<file path="src/hw/rtl/spic_pkg.sv">
`timescale 1ns / 1ps
// ----------------------------------------------------------------------------
// spic_pkg
// Types and constants shared by the SPI controller register block: item and
// result structs, operation codes, register offsets and error codes.
// ----------------------------------------------------------------------------
package spic_pkg;

	typedef enum logic [2:0] {
		OP_READ     = 3'd0,
		OP_WRITE    = 3'd1,
		OP_TICK     = 3'd2,
		OP_RX_WORD  = 3'd3,
		OP_RX_START = 3'd4,
		OP_RX_END   = 3'd5
	} op_t;

	localparam logic [11:0] OFS_CTRL0  = 12'h000;
	localparam logic [11:0] OFS_CTRL1  = 12'h004;
	localparam logic [11:0] OFS_DATA   = 12'h008;
	localparam logic [11:0] OFS_STATUS = 12'h00C;
	localparam logic [11:0] OFS_MASK   = 12'h014;
	localparam logic [11:0] OFS_RAW    = 12'h018;
	localparam logic [11:0] OFS_CLEAR  = 12'h020;
	localparam logic [11:0] OFS_DMA    = 12'h024;

	localparam logic [2:0] ERR_OK          = 3'd0;
	localparam logic [2:0] ERR_UNMAPPED    = 3'd1;
	localparam logic [2:0] ERR_TX_OVERFLOW = 3'd2;
	localparam logic [2:0] ERR_RX_UNDERFLOW = 3'd3;
	localparam logic [2:0] ERR_RX_OVERFLOW = 3'd4;
	localparam logic [2:0] ERR_BAD_EVENT   = 3'd5;

	// raw interrupt value after reset: tx half empty
	localparam logic [3:0] RAW_RESET = 4'b1000;
	// bits wiped by an interrupt clear
	localparam logic [3:0] CLEAR_BITS = 4'b0011;

	typedef struct packed {
		op_t         op;
		logic [11:0] reg_offset;
		logic [15:0] word;
	} item_t;

	typedef struct packed {
		logic [15:0] read_data;
		logic        tx_valid;
		logic [15:0] tx_word;
		logic [3:0]  irq_status;
		logic [2:0]  error;
	} result_t;

endpackage

</file>
<file path="src/hw/rtl/spi_controller_fifo_regs.sv">
`timescale 1ns / 1ps
// ----------------------------------------------------------------------------
// spi_controller_fifo_regs
// Register side of an SPI controller with transmit and receive FIFOs.
// ----------------------------------------------------------------------------
// Takes one item (bus read, bus write, transmit tick, received word, reception
// start or end) per clock while results are drained and returns exactly one
// result for each. An item is captured in an input register, evaluated against
// the FIFO and control state by one pass of combinational logic, and lands in
// the result register when that register is free or its result is taken; a
// new item is taken every cycle as long as results are drained. The FIFO
// pointers, counts and interrupt flags update in the same cycle as the item
// moves into the result register, which lets back-to-back items see each
// other's effects.
module spi_controller_fifo_regs
	import spic_pkg::*;
#(
	parameter int FIFO_DEPTH = 8
) (
	input  logic    clk,
	input  logic    arst_n,
	input  logic    item_valid,
	output logic    item_stall,
	input  item_t   item,
	output logic    result_valid,
	input  logic    result_stall,
	output result_t result
);

	localparam int PW   = (FIFO_DEPTH > 1) ? $clog2(FIFO_DEPTH) : 1;
	localparam int CW   = $clog2(FIFO_DEPTH + 1);
	localparam int SW   = PW + 2;
	localparam int HALF = FIFO_DEPTH / 2;

	localparam logic [CW-1:0] DEPTH_C = CW'(FIFO_DEPTH);
	localparam logic [CW-1:0] HALF_C  = CW'(HALF);
	localparam logic [PW-1:0] LAST_C  = PW'(FIFO_DEPTH - 1);
	localparam logic [SW-1:0] DEPTH_S = SW'(FIFO_DEPTH);

	// stage registers
	logic    valid_s1;
	item_t   item_s1;
	logic    valid_s2;
	result_t result_s2;

	// controller state
	logic [15:0]   tx_mem_q [FIFO_DEPTH];
	logic [15:0]   rx_mem_q [FIFO_DEPTH];
	logic [CW-1:0] tx_count_q, rx_count_q;
	logic [PW-1:0] tx_head_q, rx_head_q;
	logic          busy_q, pend_q, en_q;
	logic [15:0]   mask_q;
	logic [3:0]    raw_q, masked_q;

	logic advance;

	// next state
	logic [CW-1:0] n_tx_count, n_rx_count;
	logic [PW-1:0] n_tx_head, n_rx_head;
	logic          n_busy, n_pend, n_en;
	logic [15:0]   n_mask;
	logic [3:0]    n_raw, n_masked;
	logic          tx_we, rx_we, fifo_chg;
	logic [PW-1:0] tx_widx, rx_widx;
	logic [SW-1:0] tx_sum, rx_sum;
	logic [15:0]   rd, txw, status;
	logic          txv;
	logic [2:0]    err;

	assign advance      = valid_s1 && (!valid_s2 || !result_stall);
	assign item_stall   = valid_s1 && !advance;
	assign result_valid = valid_s2;
	assign result       = result_s2;

	function automatic logic [PW-1:0] next_ptr(input logic [PW-1:0] p);
		next_ptr = (p == LAST_C) ? '0 : p + 1'b1;
	endfunction

	// tail slot: head plus count, wrapped once
	assign tx_sum  = SW'(tx_head_q) + SW'(tx_count_q);
	assign rx_sum  = SW'(rx_head_q) + SW'(rx_count_q);
	assign tx_widx = (tx_sum >= DEPTH_S) ? PW'(tx_sum - DEPTH_S) : PW'(tx_sum);
	assign rx_widx = (rx_sum >= DEPTH_S) ? PW'(rx_sum - DEPTH_S) : PW'(rx_sum);

	always_comb begin
		status     = '0;
		status[0]  = (tx_count_q == '0);
		status[1]  = (tx_count_q != DEPTH_C);
		status[2]  = (rx_count_q != '0);
		status[3]  = (rx_count_q == DEPTH_C);
		status[4]  = busy_q;
	end

	always_comb begin
		n_tx_count = tx_count_q;
		n_rx_count = rx_count_q;
		n_tx_head  = tx_head_q;
		n_rx_head  = rx_head_q;
		n_busy     = busy_q;
		n_pend     = pend_q;
		n_en       = en_q;
		n_mask     = mask_q;
		n_raw      = raw_q;
		n_masked   = masked_q;
		tx_we      = 1'b0;
		rx_we      = 1'b0;
		fifo_chg   = 1'b0;
		rd         = '0;
		txw        = '0;
		txv        = 1'b0;
		err        = ERR_OK;

		unique case (item_s1.op)
			OP_READ: begin
				if (item_s1.reg_offset == OFS_DATA) begin
					if (rx_count_q == '0) begin
						err = ERR_RX_UNDERFLOW;
					end else begin
						rd         = rx_mem_q[rx_head_q];
						n_rx_head  = next_ptr(rx_head_q);
						n_rx_count = rx_count_q - 1'b1;
						fifo_chg   = 1'b1;
					end
				end else if (item_s1.reg_offset == OFS_STATUS) begin
					rd = status;
				end else if (item_s1.reg_offset == OFS_RAW) begin
					rd = {12'h000, raw_q};
				end else begin
					err = ERR_UNMAPPED;
				end
			end
			OP_WRITE: begin
				if (item_s1.reg_offset == OFS_CTRL0 || item_s1.reg_offset == OFS_DMA) begin
					// accepted, no effect
				end else if (item_s1.reg_offset == OFS_CTRL1) begin
					n_en = item_s1.word[1];
					if (item_s1.word[1] && !busy_q && tx_count_q != '0) begin
						n_busy = 1'b1;
						n_pend = 1'b1;
					end
				end else if (item_s1.reg_offset == OFS_DATA) begin
					if (tx_count_q >= DEPTH_C) begin
						err = ERR_TX_OVERFLOW;
					end else begin
						tx_we      = 1'b1;
						n_tx_count = tx_count_q + 1'b1;
						fifo_chg   = 1'b1;
						if (en_q) begin
							n_busy = 1'b1;
							n_pend = 1'b1;
						end
					end
				end else if (item_s1.reg_offset == OFS_MASK) begin
					n_mask = item_s1.word;
				end else if (item_s1.reg_offset == OFS_CLEAR) begin
					n_raw    = raw_q & ~CLEAR_BITS;
					n_masked = masked_q & ~CLEAR_BITS;
				end else begin
					err = ERR_UNMAPPED;
				end
			end
			OP_TICK: begin
				if (pend_q && en_q && tx_count_q != '0) begin
					txw        = tx_mem_q[tx_head_q];
					txv        = 1'b1;
					n_tx_head  = next_ptr(tx_head_q);
					n_tx_count = tx_count_q - 1'b1;
					fifo_chg   = 1'b1;
					if (tx_count_q == CW'(1)) begin
						n_pend = 1'b0;
						n_busy = 1'b0;
					end
				end
			end
			OP_RX_WORD: begin
				if (!en_q) begin
					err = ERR_BAD_EVENT;
				end else if (rx_count_q >= DEPTH_C) begin
					err = ERR_RX_OVERFLOW;
				end else begin
					rx_we      = 1'b1;
					n_rx_count = rx_count_q + 1'b1;
					fifo_chg   = 1'b1;
				end
			end
			OP_RX_START: begin
				if (rx_count_q >= DEPTH_C || !en_q || busy_q) begin
					err = ERR_BAD_EVENT;
				end else begin
					n_busy = 1'b1;
				end
			end
			OP_RX_END: begin
				if (!en_q || !busy_q) begin
					err = ERR_BAD_EVENT;
				end else begin
					n_busy = 1'b0;
					if (tx_count_q != '0) begin
						n_busy = 1'b1;
						n_pend = 1'b1;
					end
				end
			end
			default: begin
				// unused op codes do nothing
			end
		endcase

		// interrupt flags follow the new fill levels
		if (fifo_chg) begin
			n_raw[3] = (n_tx_count <= HALF_C);
			n_raw[2] = (n_rx_count >= HALF_C);
			n_masked = n_raw & mask_q[3:0];
		end
	end

	always_ff @(posedge clk or negedge arst_n) begin
		if (!arst_n) begin
			valid_s1 <= 1'b0;
		end else if (!item_stall) begin
			valid_s1 <= item_valid;
		end
	end

	always_ff @(posedge clk) begin
		if (item_valid && !item_stall) begin
			item_s1 <= item;
		end
	end

	always_ff @(posedge clk or negedge arst_n) begin
		if (!arst_n) begin
			valid_s2 <= 1'b0;
		end else if (advance) begin
			valid_s2 <= 1'b1;
		end else if (!result_stall) begin
			valid_s2 <= 1'b0;
		end
	end

	always_ff @(posedge clk) begin
		if (advance) begin
			result_s2.read_data  <= rd;
			result_s2.tx_valid   <= txv;
			result_s2.tx_word    <= txw;
			result_s2.irq_status <= n_masked;
			result_s2.error      <= err;
		end
	end

	always_ff @(posedge clk or negedge arst_n) begin
		if (!arst_n) begin
			tx_count_q <= '0;
			rx_count_q <= '0;
			tx_head_q  <= '0;
			rx_head_q  <= '0;
			busy_q     <= 1'b0;
			pend_q     <= 1'b0;
			en_q       <= 1'b0;
			mask_q     <= '0;
			raw_q      <= RAW_RESET;
			masked_q   <= '0;
		end else if (advance) begin
			tx_count_q <= n_tx_count;
			rx_count_q <= n_rx_count;
			tx_head_q  <= n_tx_head;
			rx_head_q  <= n_rx_head;
			busy_q     <= n_busy;
			pend_q     <= n_pend;
			en_q       <= n_en;
			mask_q     <= n_mask;
			raw_q      <= n_raw;
			masked_q   <= n_masked;
		end
	end

	// fifo storage, no reset: entries are read only after being written
	always_ff @(posedge clk) begin
		if (advance && tx_we) begin
			tx_mem_q[tx_widx] <= item_s1.word;
		end
		if (advance && rx_we) begin
			rx_mem_q[rx_widx] <= item_s1.word;
		end
	end

endmodule

</file>
<file path="config.mk">
export PLATFORM = sky130hd
export DESIGN_NAME = spi_controller_fifo_regs
export DESIGN_NICKNAME = d
export VERILOG_FILES = /design/src/hw/rtl/spic_pkg.sv /design/src/hw/rtl/spi_controller_fifo_regs.sv
export SDC_FILE = /design/constraint.sdc
export NUM_CORES = 1
export LEC_CHECK = 0
export BUFFER_PORTS_ARGS = -buffer_cell sky130_fd_sc_hd__buf_2
export CAP_MARGIN = 30
export CORE_MARGIN = 2
export CORE_UTILIZATION = 61
export CTS_CLUSTER_DIAMETER = 80
export DETAILED_ROUTE_END_ITERATION = 12
export HOLD_SLACK_MARGIN = 0.05
export PLACE_DENSITY = 0.8
export SETUP_SLACK_MARGIN = 0.2
export SLEW_MARGIN = 10
export SYNTH_ARGS = -nofsm -noshare
export SYNTH_HDL_FRONTEND = slang
export SYNTH_SLANG_ARGS = --single-unit
</file>
<file path="constraint.sdc">
create_clock -name clk -period 5.3 [get_ports clk]
set_input_delay 0.795 -clock clk [delete_from_list [all_inputs] [get_ports clk]]
set_output_delay 0.795 -clock clk [all_outputs]
set_load 0.03 [all_outputs]
</file>
==> impl.org <==
** Run status
- The run finished with clean final reports.

** Worst setup path
- For the worst setup path, the data arrival time is 3.82 ns.
- Cell family contributing the most delay on the critical path :: simple AND/OR/NAND/NOR gates
- Standard cell with the maximum stage delay on the critical path :: sky130_fd_sc_hd__or3_1
- The number of buffers and inverters on the critical path is 1.
- STA classifies the critical path endpoint as a flip-flop.
- STA classifies the critical path startpoint as a flip-flop.
- Worst Path Max Fanout :: 21
- Cell chain of the critical path :: inv_1 -> ha_1 -> nor3b_2 -> or3_1 -> nand2_1 -> nor3_2 -> nor2_1 -> a32o_1
- For the worst setup path, the data required time is 5.70 ns.
- Delay of the slowest critical-path stage :: 0.79 ns
- Critical path class :: reg2reg

** CTS
- Buffers from clock root to sink, at most :: 3
- CTS saw 358 sinks.
- Post-CTS repair changed the size of 0 cells.
- Cts bufs inserted :: 37
- Setup Buffers After CTS :: 0
- Clock latency reported for the late side of the worst-skew pair :: 0.52 ns
- Number of levels the H-tree was split into :: 2
- After clock tree synthesis, the flow added hold-fix buffers numbering 0.
- TritonCTS built the clock tree.
- After clock tree synthesis, the clock-pin slew on the worst setup and hold paths is 0.06 ns.
- The tree is rooted in a sky130_fd_sc_hd__clkbuf_16.

** Yosys
- Post-synthesis sequential area ratio :: 0.7371
- After synthesis, the netlist uses 71 different library cells.
- Post-Synthesis Net Count :: 828
- Cells taking the most area after synthesis :: sky130_fd_sc_hd__edfxtp_1, sky130_fd_sc_hd__mux4_2, sky130_fd_sc_hd__dfrtp_1
- For this run, the number of Yosys warnings is 0.
- Ys async rst share :: 0.08659
- Counting flops and latches in the post-synthesis netlist gives 358.
- Mapped cell area :: 0.01438 sq mm
- Of the post-synthesis cell area, the dominant cell type holds 0.6830.
- Avg Synthesized Cell Area :: 18.43 sq um
- Cell type with the highest aggregate area in the netlist :: sky130_fd_sc_hd__edfxtp_1
- Synthesis handed over a netlist of 780 instances.
- For this run, the leading register cell type out of synthesis is sky130_fd_sc_hd__edfxtp_1.
- Number of flops mapped to enable cells by yosys :: 327

** Finish
- Leaving out fill and tap cells, the most frequent cells in the layout are sky130_fd_sc_hd__edfxtp_1, sky130_fd_sc_hd__buf_2, sky130_fd_sc_hd__mux4_2.
- Final antenna diode count :: 0
- Final Core Density :: 0.7032
- Layout-stage area growth over the synthesis result :: 14.13%
- Of the cells placed in the final design, the portion with a size suffix greater than 1 is 0.2800.
- Excluding fillers, the count of instances in the completed layout stands at 1,226.
- Number of nets at the end of the flow :: 930
- Most frequent standard cell in the layout excluding fill and tap cells :: sky130_fd_sc_hd__edfxtp_1
- Filler Cells Inserted :: 1,414

** STA
- Headroom to the max-slew limit came out at 0.3807.
- Setup Skew :: 0.01317 ns
- Sum of negative setup slack :: 0 ns
- Min Clock Period, post-route :: 3.427 ns
- The number of slew-limit violations in the final report was 0.
- Setup repair after global routing left no endpoint under its margin.
- Number of setup violations in the final report :: 0
- Final hold vios :: 0
- For this run, the top clock speed supported by timing is 291.8 MHz.
- Share of the clock period used by the worst path after layout :: 0.6465
- For the pin with the worst max-slew slack, the measured transition is 0.9290 ns.

** Floorplanning
- Die boundary width :: 157.5 microns
- Initial core utilization :: 0.6162
- The floorplan step defined a die boundary enclosing 0.02481 sq mm.
- Top-Level Pins :: 77
- The floorplan step defined a core boundary enclosing 0.02333 sq mm.
- Vertical die dimension :: 157.5 microns
- Floorplan row count :: 56

** Power
- The design draws 0.005856 W.
- Summed over all cells, the static leakage comes to 5.448 nW.
- IR Drop Worst-Case VDD :: 246.7 uV
- In this run the power density over the cells is 356.9 mW/mm^2.

** Placement
- Number of placed instances, taps included :: 1,161
- Number of port buffers :: 76
- Once detailed placement completed, the half-perimeter wirelength came to 18,770 microns.
- At the end of routability-driven placement, the weighted congestion stood at 0.9790.

** Detailed routing
- After the first detailed-routing iteration, the DRC count stood at 830.
- For this block, wires on met1 add up to 11,980 microns.
- The final route contains 7,763 vias.
- Total length of routed met2 wires :: 15,520 microns
- ANT nets after route :: 0
- After detailed routing, no signal wire sits above met4.
- Drt first pass iters :: 7
- Wire length per cell after detailed routing :: 24.78 microns
- After detailed routing, the total wire length is 30,390 microns.
- Using the TritonRoute via totals, the vias-per-cell ratio works out to 6.332.
- Routed met3 length :: 1899 microns
- After detailed routing, the number of remaining DRC violations is 0.

** Global route
- Entering global routing, the biggest net connects 37 pins.
- The initial antenna violation count is 0.
- Global routing finished with a remaining overflow of 0.
- In the global route stage, overall resource usage came out at 0.2537.
- First-pass GRT wire length :: 46,750 microns
- The number of global-route vias before repair is 8,099.

** Hold path
- Hold crit path type :: in2async

** Job
- Max-cap viol count :: 0
area by class of cell:
cell class | count | area [sq um] | share of cell area
Sequential cell | 358 | 10600 | 0.6460
Multi-Input combinational cell | 372 | 3621 | 0.2207
Clock buffer | 42 | 944.7 | 0.05758
Timing Repair Buffer | 101 | 608.1 | 0.03706
Tap cell | 319 | 399.1 | 0.02433
Clock inverter | 22 | 190.2 | 0.01159
Inverter | 12 | 45.04 | 0.002745
sequential cells by signal, summed over array words and instances (netlist names):
signal / count
en_q: 1
tx_count_q: 4
rx_head_q: 3
valid_s1: 1
masked_q: 4
pend_q: 1
mask_q: 4
rx_mem_q: 128
tx_head_q: 3
tx_mem_q: 128
rx_count_q: 4
result_valid: 1
busy_q: 1
item_s1: 31
raw_q: 4
result: 40
cells in the mapped netlist (6+ instances only):
master,number
sky130_fd_sc_hd__o21ai_1,6
sky130_fd_sc_hd__nand4_1,6
sky130_fd_sc_hd__buf_2,8
sky130_fd_sc_hd__o21ai_0,13
sky130_fd_sc_hd__ha_1,11
sky130_fd_sc_hd__nand3_1,10
sky130_fd_sc_hd__nor3_1,24
sky130_fd_sc_hd__and3_1,6
sky130_fd_sc_hd__inv_1,11
sky130_fd_sc_hd__nor2_1,54
sky130_fd_sc_hd__xnor2_1,9
sky130_fd_sc_hd__edfxtp_1,327
sky130_fd_sc_hd__clkbuf_1,25
sky130_fd_sc_hd__nand2_1,28
sky130_fd_sc_hd__mux4_2,64
sky130_fd_sc_hd__mux2i_1,33
sky130_fd_sc_hd__nor2b_1,6
sky130_fd_sc_hd__dfrtp_1,30
sky130_fd_sc_hd__a21oi_1,7
sky130_fd_sc_hd__mux2_2,8
path summary, 6_finish.rpt:
kind	start	to	slack [ns]	depth (start not counted)
worst max-delay path	tx_count_q[0]$_DFFE_PN0P_	masked_q[0]$_DFFE_PN0P_	1.87	8
worst min-delay path	arst_n	raw_q[1]$_DFFE_PN0P_	0.35	1
worst max register to register	tx_count_q[0]$_DFFE_PN0P_	masked_q[0]$_DFFE_PN0P_	1.87	8
worst min register to register	raw_q[3]$_DFFE_PN1P_	raw_q[3]$_DFFE_PN1P_	0.49	2
max in group asynchronous	arst_n	tx_head_q[0]$_DFFE_PN0P_	4.42	1
min in group clk	item[3]	item_s1[3]$_DFFE_PP_	0.46	1
worst reg2reg max path: cells and delay by family (launching register included):
family | cells | cell delay, ns
simple gates | 5 | 2.16
flops | 1 | 0.47
compound gates | 1 | 0.29
fa+ha+maj | 1 | 0.26
buf+inv | 1 | 0.12
layer usage:
metal  GRT usage  up-vias
met5           0        -
met4     0.09437        0
met3     0.04460       74
met2      0.4311      369
met1      0.3324     3988
li1            -     3332
report_power, final:
group	total [W]	leakage [nW]	switching (W)	internal, W
Clock	0.00243	0.555	0.00101	0.00143
Sequential	0.00322	3.41	0.0000793	0.00314
Combinational	0.000204	1.48	0.000141	0.0000627
Total	0.00586	5.45	0.00123	0.00463
cell families (layout without fill, tap and decap cells):
group	Yosys count	after routing	share of synthesized area
adder cells (fa/ha/maj)	13	13	0.01236
AND/OR/NAND/NOR	174	174	0.06397
buffers and inverters	50	177	0.01453
flip-flops	358	358	0.7371
XOR/XNOR	11	11	0.006702
multiplexers	108	108	0.1319
AO/OA/AOI/OAI	66	66	0.03351
stage by stage:
step	setup WS, ns	hold WS (ns)	area, sq um
detailed placement	1.993	0.4757	15240
CTS	1.976	0.3747	16380
global route	1.690	0.3966	16410
global placement	2.256	0.4593	15220
floorplan	0.9124	0.4407	14380
finish	1.873	0.3460	16410
No activity file was read; power rests on OpenSTA's default activity.
